$ cat config.mk
export PLATFORM = sky130hd
export DESIGN_NAME = fraction_normalizer
export DESIGN_NICKNAME = d
export VERILOG_FILES = /design/src/design/fn_pkg.sv /design/src/design/fn_alu.sv /design/src/design/fn_core.sv /design/src/design/fraction_normalizer.sv
export SDC_FILE = /design/constraint.sdc
export NUM_CORES = 1
export LEC_CHECK = 0
export BUFFER_PORTS_ARGS = -buffer_cell sky130_fd_sc_hd__buf_2
export CELL_PAD_IN_SITES_DETAIL_PLACEMENT = 0
export CELL_PAD_IN_SITES_GLOBAL_PLACEMENT = 1
export CORE_AREA = 5 5 186 152
export CTS_BUF_LIST = sky130_fd_sc_hd__clkbuf_2 sky130_fd_sc_hd__clkbuf_4 sky130_fd_sc_hd__clkbuf_8
export CTS_CLUSTER_SIZE = 14
export DETAILED_ROUTE_END_ITERATION = 7
export DIE_AREA = 0 0 191 157
export GPL_TIMING_DRIVEN = 0
export HOLD_SLACK_MARGIN = 0.06
export PLACE_DENSITY = 0.72
export SYNTH_ARGS = -nofsm -noshare
export SYNTH_HDL_FRONTEND = slang
export SYNTH_HIERARCHICAL = 1
export SYNTH_SLANG_ARGS = --single-unit
$ cat constraint.sdc
create_clock -name clk -period 12.45 [get_ports clk]
set_input_delay 2.49 -clock clk [delete_from_list [all_inputs] [get_ports clk]]
set_output_delay 2.49 -clock clk [all_outputs]
set_load 0.01 [all_outputs]
$ cat src/design/fn_pkg.sv
// Shared types and constants for the fraction normalizer.
// No dependencies; imported by every module of the block.
package fn_pkg;

	// Width of the signed input parts; the reduced parts are one bit narrower.
	localparam int WIDTH = 16;
	localparam int MAG_W = WIDTH - 1;
	localparam int CNT_W = $clog2(MAG_W);

	// Sequencer states, one-hot.
	typedef enum logic [4:0] {
		S_IDLE = 5'b00001,
		S_GCD  = 5'b00010,
		S_DIVN = 5'b00100,
		S_DIVD = 5'b01000,
		S_DONE = 5'b10000
	} fn_state_t;

	// Reduced fraction handed from the core to the output stage.
	typedef struct packed {
		logic [MAG_W-1:0] numer;
		logic [MAG_W-1:0] denom;
	} fn_res_t;

	// Core status seen by the top level.
	typedef struct packed {
		logic idle;
		logic done;
	} fn_status_t;

endpackage

$ cat src/design/fn_alu.sv
// Shared compare-and-subtract unit of the fraction normalizer.
// Depends on fn_pkg for the operand width.
module fn_alu import fn_pkg::*; (
	input  logic [WIDTH-1:0] x,
	input  logic [WIDTH-1:0] y,
	output logic             ge,
	output logic [WIDTH-1:0] dif
);

	// Compare, then subtract the smaller operand from the larger one.
	always_comb begin
		ge  = (x >= y);
		dif = ge ? (x - y) : (y - x);
	end

endmodule

$ cat src/design/fn_core.sv
// Sequencer and datapath: binary GCD, then two restoring divisions by the GCD.
// Depends on fn_pkg and on the shared unit fn_alu.
module fn_core import fn_pkg::*; (
	input  logic               clk,
	input  logic               arst_n,
	input  logic               start,
	input  logic [WIDTH-1:0]   numer,
	input  logic [WIDTH-1:0]   denom,
	input  logic               take,
	output fn_status_t         status,
	output fn_res_t            res
);

	fn_state_t         state_q;
	logic [MAG_W-1:0]  a_q, b_q, g_q, n_q, d_q, rem_q, quo_q, resn_q;
	logic [CNT_W-1:0]  k_q, cnt_q;

	logic [WIDTH-1:0]  alu_x, alu_y, alu_dif, rem_sh;
	logic              alu_ge;
	logic              in_ok, gcd_done, cnt_last;

	assign in_ok    = !numer[WIDTH-1] && !denom[WIDTH-1] && (denom[MAG_W-1:0] != '0);
	assign gcd_done = (a_q == '0) || (b_q == '0);
	assign cnt_last = (cnt_q == CNT_W'(MAG_W - 1));
	assign rem_sh   = {rem_q, quo_q[MAG_W-1]};

	// Steer the shared unit: GCD operands or partial remainder against divisor.
	always_comb begin
		if (state_q == S_GCD) begin
			alu_x = {1'b0, a_q};
			alu_y = {1'b0, b_q};
		end else begin
			alu_x = rem_sh;
			alu_y = {1'b0, g_q};
		end
	end

	fn_alu u_alu (
		.x   (alu_x),
		.y   (alu_y),
		.ge  (alu_ge),
		.dif (alu_dif)
	);

	// Advance the sequencer.
	always_ff @(posedge clk or negedge arst_n) begin
		if (!arst_n) begin
			state_q <= S_IDLE;
		end else begin
			unique case (state_q)
				S_IDLE: begin
					if (start) begin
						if (in_ok && numer[MAG_W-1:0] != '0) state_q <= S_GCD;
						else                                 state_q <= S_DONE;
					end
				end
				S_GCD:  if (gcd_done) state_q <= S_DIVN;
				S_DIVN: if (cnt_last) state_q <= S_DIVD;
				S_DIVD: if (cnt_last) state_q <= S_DONE;
				S_DONE: if (take)     state_q <= S_IDLE;
				default:              state_q <= S_IDLE;
			endcase
		end
	end

	// Datapath registers.
	always_ff @(posedge clk) begin
		unique case (state_q)
			S_IDLE: begin
				n_q   <= numer[MAG_W-1:0];
				d_q   <= denom[MAG_W-1:0];
				a_q   <= numer[MAG_W-1:0];
				b_q   <= denom[MAG_W-1:0];
				k_q   <= '0;
				resn_q <= '0;
				// Invalid input gives 0/0, zero numerator keeps the denominator.
				quo_q <= in_ok ? denom[MAG_W-1:0] : '0;
			end
			S_GCD: begin
				if (gcd_done) begin
					g_q   <= (a_q | b_q) << k_q;
					rem_q <= '0;
					quo_q <= n_q;
					cnt_q <= '0;
				end else if (!a_q[0] && !b_q[0]) begin
					a_q <= a_q >> 1;
					b_q <= b_q >> 1;
					k_q <= k_q + 1'b1;
				end else if (!a_q[0]) begin
					a_q <= a_q >> 1;
				end else if (!b_q[0]) begin
					b_q <= b_q >> 1;
				end else if (alu_ge) begin
					a_q <= alu_dif[MAG_W:1];
				end else begin
					b_q <= alu_dif[MAG_W:1];
				end
			end
			S_DIVN, S_DIVD: begin
				cnt_q <= cnt_q + 1'b1;
				rem_q <= alu_ge ? alu_dif[MAG_W-1:0] : rem_sh[MAG_W-1:0];
				quo_q <= {quo_q[MAG_W-2:0], alu_ge};
				// Hand the numerator quotient over and start on the denominator.
				if (cnt_last && state_q == S_DIVN) begin
					resn_q <= {quo_q[MAG_W-2:0], alu_ge};
					rem_q  <= '0;
					quo_q  <= d_q;
					cnt_q  <= '0;
				end
			end
			S_DONE: begin
			end
			default: begin
			end
		endcase
	end

	assign status.idle = (state_q == S_IDLE);
	assign status.done = (state_q == S_DONE);
	assign res.numer   = resn_q;
	assign res.denom   = quo_q;

endmodule

$ cat src/design/fraction_normalizer.sv
// Fraction normalizer: reduces a signed numerator/denominator pair to lowest
// terms. One item is taken at a time; in_ready stays low from acceptance until
// the result moves into the output register. An invalid input or a zero
// numerator skips the binary GCD loop and the two bit-serial divisions, which
// otherwise share a single compare-subtract unit. The output register lets the
// next item start while a result waits.
// Depends on fn_pkg, fn_core and fn_alu.
module fraction_normalizer import fn_pkg::*; (
	input  logic              clk,
	input  logic              arst_n,
	input  logic              in_valid,
	output logic              in_ready,
	input  logic [WIDTH-1:0]  numer_in,
	input  logic [WIDTH-1:0]  denom_in,
	output logic              out_valid,
	input  logic              out_ready,
	output logic [MAG_W-1:0]  numer_out,
	output logic [MAG_W-1:0]  denom_out,
	output logic              is_empty
);

	fn_status_t        status;
	fn_res_t           res;
	logic              take;
	logic              out_valid_q;
	logic [MAG_W-1:0]  numer_q, denom_q;
	logic              empty_q;

	assign in_ready = status.idle;
	assign take     = status.done && (!out_valid_q || out_ready);

	fn_core u_core (
		.clk    (clk),
		.arst_n (arst_n),
		.start  (in_valid),
		.numer  (numer_in),
		.denom  (denom_in),
		.take   (take),
		.status (status),
		.res    (res)
	);

	// Output beat valid flag.
	always_ff @(posedge clk or negedge arst_n) begin
		if (!arst_n) begin
			out_valid_q <= 1'b0;
		end else if (take) begin
			out_valid_q <= 1'b1;
		end else if (out_ready) begin
			out_valid_q <= 1'b0;
		end
	end

	// Load the result beat.
	always_ff @(posedge clk) begin
		if (take) begin
			numer_q <= res.numer;
			denom_q <= res.denom;
			empty_q <= (res.numer == '0) || (res.denom == '0);
		end
	end

	assign out_valid = out_valid_q;
	assign numer_out = numer_q;
	assign denom_out = denom_q;
	assign is_empty  = empty_q;

endmodule

==> flow_summary.yaml, run 1 <==
outcome:
  status: "complete, no violations"
drt:
  num_vias: 7189
  post_drt_wl_per_cell_um: 20.58
  drc: 0
  dr.pass1.iters: 5
  viasPerCell: 5.389
  detail_route.wirelength_um: 27460
  drtIter0Drc: 662
  postRouteAntennaNets: 0
global_route:
  grt_remaining_overflow: 0
  grt_first_pass_wirelength_um: 41830
  antenna_found_initial: 0
  grt_max_degree: 35
  grt_usage_pct: 18.52
  grt_pass1_vias: 6803
timing:
  worst_pin_slew_ns: 1.274
  max_freq_ghz: 0.1684
  rsz0062_at_grt: "no"
  skew_ns: 0.01294
  relSlewSlack_pct: 14.99
  post-route-min-period_ns: 5.937
  setup_tns_ns: 0
  hold_violations: 0
  setup-violations-final: 0
  period_share_pct: 47.69
  report.final.slew_viol_count: 0
setup_path:
  worstReg2RegEnd: "u_core/a_q[1]"
  end_kind: "flip-flop"
  worstRegToRegCells: 18
  r2r-start: "u_core/state_q[0]"
  crit_end: "u_core/a_q[1]"
  critPathArrivalTime_ns: 6.12
  rrSetupSlack_ns: 6.51
  required_ns: 12.63
  cp_max_fo: 10
  cp-start-kind: "flip-flop"
  crit_type: "reg -> reg"
  critical_path.startpoint: "u_core/state_q[0]"
yosys:
  syn_area_sq_um: 9542
  synth_most_common_cell: "edfxtp_1"
  syn_nets: 946
  synth_seq_area_share_pct: 51.63
  postSynthCellCount: 874
  yosysTopAreaCell: "edfxtp_1"
  async_flop_share_pct: 3.636
  synthFlopType: "edfxtp_1"
  netlist_top_cells_count: "edfxtp_1 (159), nand2_1 (118), nor2_1 (101), inv_1 (49), a21oi_1 (37)"
  avgSynthCellArea_sq_um: 10.92
  synth_area_leaders: "edfxtp_1 (50%), nand2_1 (4.6%), ha_1 (4.5%)"
  synth_cell_types: 70
  synth-seq-cells: 165
  yosys_warnings: 6
  synth_edf_count: 159
  synth_top_area_share_pct: 50.04
cts:
  ctsResizeCount: 0
  cts_buffers: 17
  cts_hold_buf: 0
  h-tree-depth: 4
  postCtsSetupBuffers: 0
  worstSkewPairLatency_ns: 0.47
  clk_pin_slew_ns: 0.09
  cts_tree: "yes"
  clock_sinks: 165
  clk_path_buf_depth: 2
  cts-root-buf: "clkbuf_8"
min_path:
  min_path_type: "reg -> reg"
  min_path_cells: 0
cells_and_area:
  fin_util_pct: 41.37
  drive_above_1_share_pct: 18.12
  design_area_sq_um: 10780
  syn_to_final_growth_pct: 12.98
  fillers: 2522
  nets: 1036
  n_antenna_cell: 0
  seqCellArea_sq_um: 4926
  multi_input_comb_area_sq_um: 4155
placed_design:
  port_buffers: 68
  post_dp_cell_area_sq_um: 10380
  dpl.hpwl_um: 21430
  gp_congestion: 0.9198
die:
  coreArea_sq_um: 26060
  ios: 69
  die_h_um: 157
  initial_core_util_pct: 36.61
  die_w_um: 191
  rows: 53
  die-area_sq_um: 29990
pwr:
  power_density_nw_per_um2: 191.9
  p_total_w: 0.002069
  vdd_drop_max_v: 0.00006998
  leakagePower_nw: 4.324
job:
  drv_cap: 0
through the flow:
step	setup WS (ns)	cells	hold WS, ns
after floorplan	7.834	874	0.4268
after global placement	6.392	1299	0.4352
after detailed placement	6.591	1302	0.4378
after CTS	6.580	1334	0.4593
after global routing	6.213	1334	0.4638
final	6.513	1334	0.4571
registers in the layout, indices dropped and copies added (netlist names), 4 cells and up:
register        flops
u_core/g_q         15
u_core/rem_q       15
denom_out          15
u_core/quo_q       15
u_core/k_q          4
u_core/b_q         15
u_core/a_q         15
u_core/resn_q      15
u_core/d_q         15
u_core/state_q      5
u_core/cnt_q        4
u_core/n_q         15
numer_out          15
critical path: stages, from the launching register on:
cell,delay (ns)
dfstp_2,0.52
buf_2,0.20
nand3b_1,0.15
clkbuf_1,0.53
clkbuf_1,0.60
nand2_1,0.20
nand2_1,0.13
inv_1,0.05
ha_1,0.26
clkbuf_1,0.35
nand4_1,0.21
a21oi_1,0.26
a21oi_4,0.17
buf_12,0.19
inv_2,0.07
buf_1,0.65
nand2_1,0.10
a31oi_1,0.69
buf_4,0.31
cell families after synthesis:
family,after synthesis,share of synthesized area [%]
and+or+nand+nor,332,16.31
AOI/OAI and AO/OA,167,12.80
DFF,165,51.63
buffers and inverters,101,4.983
muxes,53,7.619
adders and majority gates,36,4.878
xor gates and xnor gates,19,1.744
other,1,0.03930
placed cells by master, fill, tap and decap left out, types with 7 or more instances in the layout:
cell and n:
a21o_1 14, a21oi_1 36, a221o_2 7, a221oi_1 26
a22o_1 12, and2_1 18, buf_2 83, clkbuf_1 20
clkbuf_8 17, edfxtp_1 159, ha_1 34, inv_1 49
mux2i_1 34, mux4_1 7, nand2_1 118, nand2b_1 12
nand3_1 10, nand4_1 10, nor2_1 101, nor3_1 14
nor4_1 17, o21ai_0 19, xnor2_1 9, xor2_1 10
per-layer routing:
metal / up-vias / track usage, % / wire (um) / share of wire [%]
met5: - / 0 / 0 / 0
met4: 0 / 3.214 / 284 / 1.0
met3: 25 / 7.428 / 2940 / 11
met2: 285 / 24.63 / 10990 / 40
met1: 3484 / 28.49 / 13240 / 48
li1: 3395 / - / - / -
how the worst min path moves through the flow:
stage                            from            end  slack [ns]
floorplan           u_core/resn_q[10]  numer_out[10]        0.43
global placement     u_core/resn_q[1]   numer_out[1]        0.44
detailed placement   u_core/resn_q[6]   numer_out[6]        0.44
CTS                  u_core/resn_q[6]   numer_out[6]        0.46
global route         u_core/resn_q[6]   numer_out[6]        0.46
finish               u_core/resn_q[6]   numer_out[6]        0.46
power breakdown:
part / switching, W / internal [W]
clock: 0.000226 / 0.000167
sequential: 0.000155 / 0.000854
combinational: 0.000421 / 0.000247
final cells by class:
| cell class | instances | area share (%) |
|---|---|---|
| clock inverters | 15 | 1.532 |
| multi-input cells | 608 | 38.54 |
| repair buffers | 71 | 3.505 |
| flip-flops and latches | 165 | 45.69 |
| inverters | 51 | 1.776 |
| clock buffers | 17 | 2.170 |
| well taps | 357 | 4.143 |
| plain buffers | 50 | 2.635 |
Power figures use the tool's default switching activity.
==> run 2: changes to the inputs <==
--- a/config.mk
+++ b/config.mk
@@ -5,17 +5,18 @@
 export SDC_FILE = /design/constraint.sdc
 export NUM_CORES = 1
 export LEC_CHECK = 0
+export ABC_AREA = 1
 export BUFFER_PORTS_ARGS = -buffer_cell sky130_fd_sc_hd__buf_2
 export CELL_PAD_IN_SITES_DETAIL_PLACEMENT = 0
 export CELL_PAD_IN_SITES_GLOBAL_PLACEMENT = 1
-export CORE_AREA = 5 5 186 152
+export CORE_AREA = 5 5 193 158
 export CTS_BUF_LIST = sky130_fd_sc_hd__clkbuf_2 sky130_fd_sc_hd__clkbuf_4 sky130_fd_sc_hd__clkbuf_8
 export CTS_CLUSTER_SIZE = 14
 export DETAILED_ROUTE_END_ITERATION = 7
-export DIE_AREA = 0 0 191 157
+export DIE_AREA = 0 0 198 163
 export GPL_TIMING_DRIVEN = 0
 export HOLD_SLACK_MARGIN = 0.06
-export PLACE_DENSITY = 0.72
+export PLACE_DENSITY = 0.75
 export SYNTH_ARGS = -nofsm -noshare
 export SYNTH_HDL_FRONTEND = slang
 export SYNTH_HIERARCHICAL = 1
==> constraint.sdc (replaced) <==
create_clock -name clk -period 5.5 [get_ports clk]
set_input_delay 1.1 -clock clk [delete_from_list [all_inputs] [get_ports clk]]
set_output_delay 1.1 -clock clk [all_outputs]
set_load 0.01 [all_outputs]
==> flow_summary.yaml, run 2 <==
timing:
  rsz0062_at_grt: "no"
  post-route-min-period_ns: 5.218
  max_freq_ghz: 0.1916
  report.final.slew_viol_count: 0
  hold_violations: 0
  worst_pin_slew_ns: 1.252
  relSlewSlack_pct: 16.05
  fin_ws_ns: 0.2818
  skew_ns: 0.01573
  setup-violations-final: 0
  period_share_pct: 94.88
setup_path:
  crit_chain: "inv_1 > nand4_2 > buf_2 > buf_2 > nand2_1 > nand2_1 > inv_1 > ha_1 > a21oi_1 > o21a_1 > o21ai_2 > inv_1 > nand2_4 > buf_6 > buf_2 > clkinv_1 > nor3_1 > nor3_2"
  crit_family: "simple AND/OR/NAND/NOR gates"
  critical_path.startpoint: "u_core/state_q[0]"
  path_buf_inv: 8
  cp_slowest_cell: "nor3_2"
  cp-start-kind: "flip-flop"
  r2r-start: "u_core/state_q[0]"
  cp_max_fo: 14
  crit_type: "reg -> reg"
  required_ns: 5.58
  end_kind: "flip-flop"
  critPathArrivalTime_ns: 5.30
  crit_path_max_incr_delay_ns: 0.99
placed_design:
  gp_congestion: 0.9410
  post_dp_cell_area_sq_um: 11150
  port_buffers: 68
  dpl.hpwl_um: 25930
  place_ws_ns: -0.08015
yosys:
  synth_top_area_share_pct: 46.43
  synth_top_family_by_area: "simple AND/OR/NAND/NOR gates"
  synth-seq-cells: 165
  yosys_warnings: 6
  synthSimpleGateAreaFrac_pct: 29.57
  synth_cell_types: 44
  postSynthCellCount: 1302
  syn_area_sq_um: 10280
  synth_most_common_cell: "nand2_1"
  synth_edf_count: 159
  synth_compound_area_share_pct: 7.703
  syn_nets: 1374
  async_flop_share_pct: 3.636
  synth_area_leaders: "edfxtp_1 (46%), nand2_1 (17%), inv_1 (5.7%)"
  synthAdderAreaFrac_pct: 4.527
  avgSynthCellArea_sq_um: 7.897
  synthFlopType: "edfxtp_1"
  netlist_top_cells_count: "nand2_1 (468), edfxtp_1 (159), inv_1 (155), nor2_1 (142), a21oi_1 (63)"
  yosysTopAreaCell: "edfxtp_1"
  synthMuxAreaShare_pct: 0
  synth_seq_area_share_pct: 47.91
  synth_xor_xnor_area_share_pct: 1.363
cts:
  cts_tree: "yes"
  h-tree-depth: 4
  worstSkewPairLatency_ns: 0.48
  cts-root-buf: "clkbuf_8"
  clock_sinks: 165
  cts_hold_buf: 0
  cts_buffers: 17
  clk_path_buf_depth: 2
  postCtsSetupBuffers: 0
  clk_pin_slew_ns: 0.08
min_path:
  min_path_type: "in -> async"
cells_and_area:
  drive_above_1_share_pct: 13.96
  syn_to_final_growth_pct: 12.44
  final_cell_mix: "nand2_1 (468), edfxtp_1 (159), inv_1 (155)"
  design_area_sq_um: 11560
  nets: 1463
  n_antenna_cell: 0
  final_common_cell: "nand2_1"
drt:
  num_vias: 9006
  post_drt_wl_per_cell_um: 18.35
  drc: 0
  postRouteAntennaNets: 0
  drtIter0Drc: 855
  viasPerCell: 5.057
  detail_route.wirelength_um: 32680
  dr.pass1.iters: 5
global_route:
  grt_pass1_vias: 8374
  grt_max_degree: 35
  antenna_found_initial: 0
  grt_remaining_overflow: 0
  grt_first_pass_wirelength_um: 49060
  grt_usage_pct: 20.14
pwr:
  leakagePower_nw: 5.337
  power_density_nw_per_um2: 468.5
  p_total_w: 0.005417
  vdd_drop_max_v: 0.0002571
die:
  die-area_sq_um: 32270
  die_h_um: 163
  ios: 69
  die_w_um: 198
  rows: 56
  coreArea_sq_um: 28590
  initial_core_util_pct: 35.97
job:
  drv_cap: 0
outcome:
  status: "complete, no violations"
-- run 2: cell types whose count changed in the layout (fill, tap and decap cells not counted), moves of 34 or more --
| cell | change |
|---|---|
| nor2_1 | +40 |
| mux2i_1 | -34 |
| inv_1 | +106 |
| nand2_1 | +350 |
| nand3_1 | +52 |
-- run 2: worst register-to-register path, stage by stage, from the launching register on --
cell and delay (ns):
dfstp_2 0.57, inv_1 0.07, nand4_2 0.26, buf_2 0.37, buf_2 0.32, nand2_1 0.15
nand2_1 0.18, inv_1 0.07, ha_1 0.40, a21oi_1 0.26, o21a_1 0.19, o21ai_2 0.09
inv_1 0.09, nand2_4 0.08, buf_6 0.16, buf_2 0.20, clkinv_1 0.25, nor3_1 0.12
nor3_2 0.99
-- run 2: path summary, 6_finish.rpt --
path,end,slack (ns),cells after the start
worst max-delay path,u_core/b_q[4],0.28,18
worst min-delay path,out_valid,0.43,1
worst max register to register,u_core/b_q[4],0.28,18
worst min register to register,numer_out[8],0.45,0
max in group asynchronous,u_core/state_q[0],4.85,1
min in group clk,numer_out[8],0.45,0
-- run 2: timing repair --
action	4_1_cts	5_1_grt
endpoints found under the hold margin	0	0
setup endpoints to repair	14	14
resized for setup	1	1
-- run 2: cell type report --
class                   count  area (sq um)
well taps                 377         471.7
fillers                  3026         17030
repair buffers             70         380.4
flip-flops and latches    165          4926
inverters                 170         639.4
clock inverters            10         125.1
clock buffers              22         277.8
plain buffers              46         275.3
multi-input cells         921          4466
-- run 2: cell families after synthesis --
| family | Yosys count |
|---|---|
| buffers and inverters | 216 |
| and+or+nand+nor | 730 |
| DFF | 165 |
| AOI/OAI and AO/OA | 138 |
| other | 1 |
| adders and majority gates | 36 |
| xor gates and xnor gates | 16 |
-- run 2: report_power, final --
part	total (W)	switching [W]	internal [W]
clock	0.000910	0.000470	0.000440
sequential	0.00227	0.000285	0.00199
combinational	0.00223	0.00160	0.000630
-- run 2: metrics by stage --
step,hold slack (ns),TNS (ns),utilization [%],instances
after floorplan,0.4264,0,-,1302
after global placement,0.4330,-1.137,38.81,1747
after detailed placement,0.4332,-1.116,39.01,1749
after CTS,0.4050,0,40.42,1781
after global routing,0.4195,0,40.44,1781
final,0.4324,0,40.44,1781
-- run 2: routing by layer --
metal / global-route usage, % / share of wire [%] / up-vias
met2: 29.11 / 42 / 350
met4: 3.911 / 1.0 / 0
met1: 31.11 / 48 / 4274
met5: 0 / 0 / -
li1: - / - / 4357
met3: 4.302 / 8.5 / 25
==> run 3: changes to the inputs <==
--- a/config.mk
+++ b/config.mk
@@ -16,6 +16,7 @@
 export DIE_AREA = 0 0 198 163
 export GPL_TIMING_DRIVEN = 0
 export HOLD_SLACK_MARGIN = 0.06
+export MAX_ROUTING_LAYER = met4
 export PLACE_DENSITY = 0.75
 export SYNTH_ARGS = -nofsm -noshare
 export SYNTH_HDL_FRONTEND = slang
==> flow_summary.yaml, run 3 (synthesis gave the netlist of run 2 again) <==
outcome:
  status: "complete, no violations"
setup_path:
  cp_slowest_cell: "nor3_2"
  critical_path.startpoint: "u_core/state_q[0]"
  cp_max_fo: 14
  crit_type: "reg -> reg"
  end_kind: "flip-flop"
  crit_path_max_incr_delay_ns: 1.04
  r2r-start: "u_core/state_q[0]"
  worstReg2RegEnd: "u_core/b_q[6]"
  cp-start-kind: "flip-flop"
  critPathArrivalTime_ns: 5.30
  crit_end: "u_core/b_q[6]"
  crit_chain: "inv_1 > nand4_2 > buf_2 > buf_2 > nand2_1 > nand2_1 > inv_1 > ha_1 > a21oi_1 > o21a_1 > o21ai_2 > inv_1 > nand2_4 > buf_6 > buf_2 > clkinv_1 > nor3_1 > nor3_2"
  worstRegToRegCells: 18
  rrSetupSlack_ns: 0.28
  required_ns: 5.58
die:
  ios: 69
  die-area_sq_um: 32270
  coreArea_sq_um: 28590
  initial_core_util_pct: 35.97
  rows: 56
  die_w_um: 198
  die_h_um: 163
drt:
  dr.pass1.iters: 5
  drtIter0Drc: 868
  post_drt_wl_per_cell_um: 18.21
  detail_route.wirelength_um: 32410
  drc: 0
  num_vias: 8960
  postRouteAntennaNets: 0
  viasPerCell: 5.034
min_path:
  min_path_type: "in -> async"
cells_and_area:
  final_cell_mix: "nand2_1 (468), edfxtp_1 (159), inv_1 (155)"
  fillers: 2977
  final_common_cell: "nand2_1"
  nets: 1463
  n_antenna_cell: 0
  syn_to_final_growth_pct: 12.02
  drive_above_1_share_pct: 13.76
  final_cells: 1780
cts:
  clk_path_buf_depth: 2
  h-tree-depth: 4
  worstSkewPairLatency_ns: 0.47
  clk_pin_slew_ns: 0.09
  clock_sinks: 165
  cts_tree: "yes"
  cts-root-buf: "clkbuf_8"
  cts_hold_buf: 0
  postCtsSetupBuffers: 0
  cts_buffers: 17
timing:
  rsz0062_at_grt: "no"
  setup-violations-final: 0
  skew_ns: 0.01482
  worst_pin_slew_ns: 1.315
  relSlewSlack_pct: 11.83
  hold_violations: 0
  period_share_pct: 94.93
  report.final.slew_viol_count: 0
  post-route-min-period_ns: 5.221
  max_freq_ghz: 0.1915
  timing.hold.ws_ns: 0.4301
pwr:
  power_density_nw_per_um2: 464.0
  vdd_drop_max_v: 0.0002528
  leakagePower_nw: 5.318
global_route:
  grt_max_degree: 35
  grt_first_pass_wirelength_um: 49130
  antenna_found_initial: 0
  grt_remaining_overflow: 0
  grt_pass1_vias: 8364
  grt_usage_pct: 20.64
placed_design:
  place_inst: 1749
  gp_congestion: 0.9519
  dpl.hpwl_um: 25960
  port_buffers: 68
job:
  drv_cap: 0
## run 3: changes by cell type in the layout (fill, tap and decap cells not counted)
cell        delta
clkinv_4       +1
bufinv_16      -1
clkinvlp_4     -1
clkbuf_8       -1
clkinv_1       +2
inv_6          +2
clkbuf_4       -4
clkinv_2       +1
## run 3: power by group
part | leakage, nW | switching [W] | internal (W)
clock | 0.175 | 0.000477 | 0.000359
combinational | 3.53 | 0.00160 | 0.000630
sequential | 1.61 | 0.000284 | 0.00199
## run 3: final cells by class
type	instances	area [sq um]	area share, %
plain buffers	46	275.3	2.390
clock buffers	17	234.0	2.031
clock inverters	14	126.4	1.097
inverters	170	639.4	5.551
multi-input cells	921	4466	38.77
flip-flops and latches	165	4926	42.77
well taps	377	471.7	4.095
repair buffers	70	380.4	3.302
## run 3: repair_timing
item	4_1_cts	5_1_grt
setup endpoints to repair	14	14
gates resized for setup	1	1
endpoints found under the hold margin	0	0
## run 3: through the flow
stage | util, % | power, W | TNS, ns | area [sq um] | setup WS (ns)
final | 40.29 | 0.005344 | 0 | 11520 | 0.2791
after global routing | 40.29 | 0.005680 | 0 | 11520 | 0.05647
after CTS | 40.27 | 0.005310 | 0 | 11510 | 0.2131
after detailed placement | 39.01 | 0.004479 | -1.860 | 11150 | -0.1337
after global placement | 38.81 | 0.004421 | -1.172 | 11090 | -0.08445
after floorplan | - | 0.003650 | 0 | 10280 | 1.466
## run 3: how the worst min path moves through the flow
stage | startpoint | cells after the start | endpoint | slack [ns]
after CTS | arst_n | 1 | out_valid | 0.40
after global placement | u_core/resn_q[2] | 0 | numer_out[2] | 0.43
after global routing | arst_n | 1 | out_valid | 0.41
final | arst_n | 1 | out_valid | 0.43
after floorplan | u_core/resn_q[2] | 0 | numer_out[2] | 0.43
after detailed placement | u_core/resn_q[8] | 0 | numer_out[8] | 0.44
## run 3: per-layer routing
layer	share of wire, %	vias up	track usage, %
met5	0	-	-
met4	1.1	0	3.974
met3	7.3	26	2.751
met2	43	319	29.42
met1	49	4259	31.52
li1	-	4356	-
## run 3: critical path, delay by kind of cell, from the launching register on
family | cells | cell delay (ns)
AO/OA/AOI/OAI | 3 | 0.55
adder cells (fa/ha/maj) | 1 | 0.39
buffers and inverters | 8 | 1.49
flip-flops | 1 | 0.57
AND/OR/NAND/NOR | 6 | 1.82
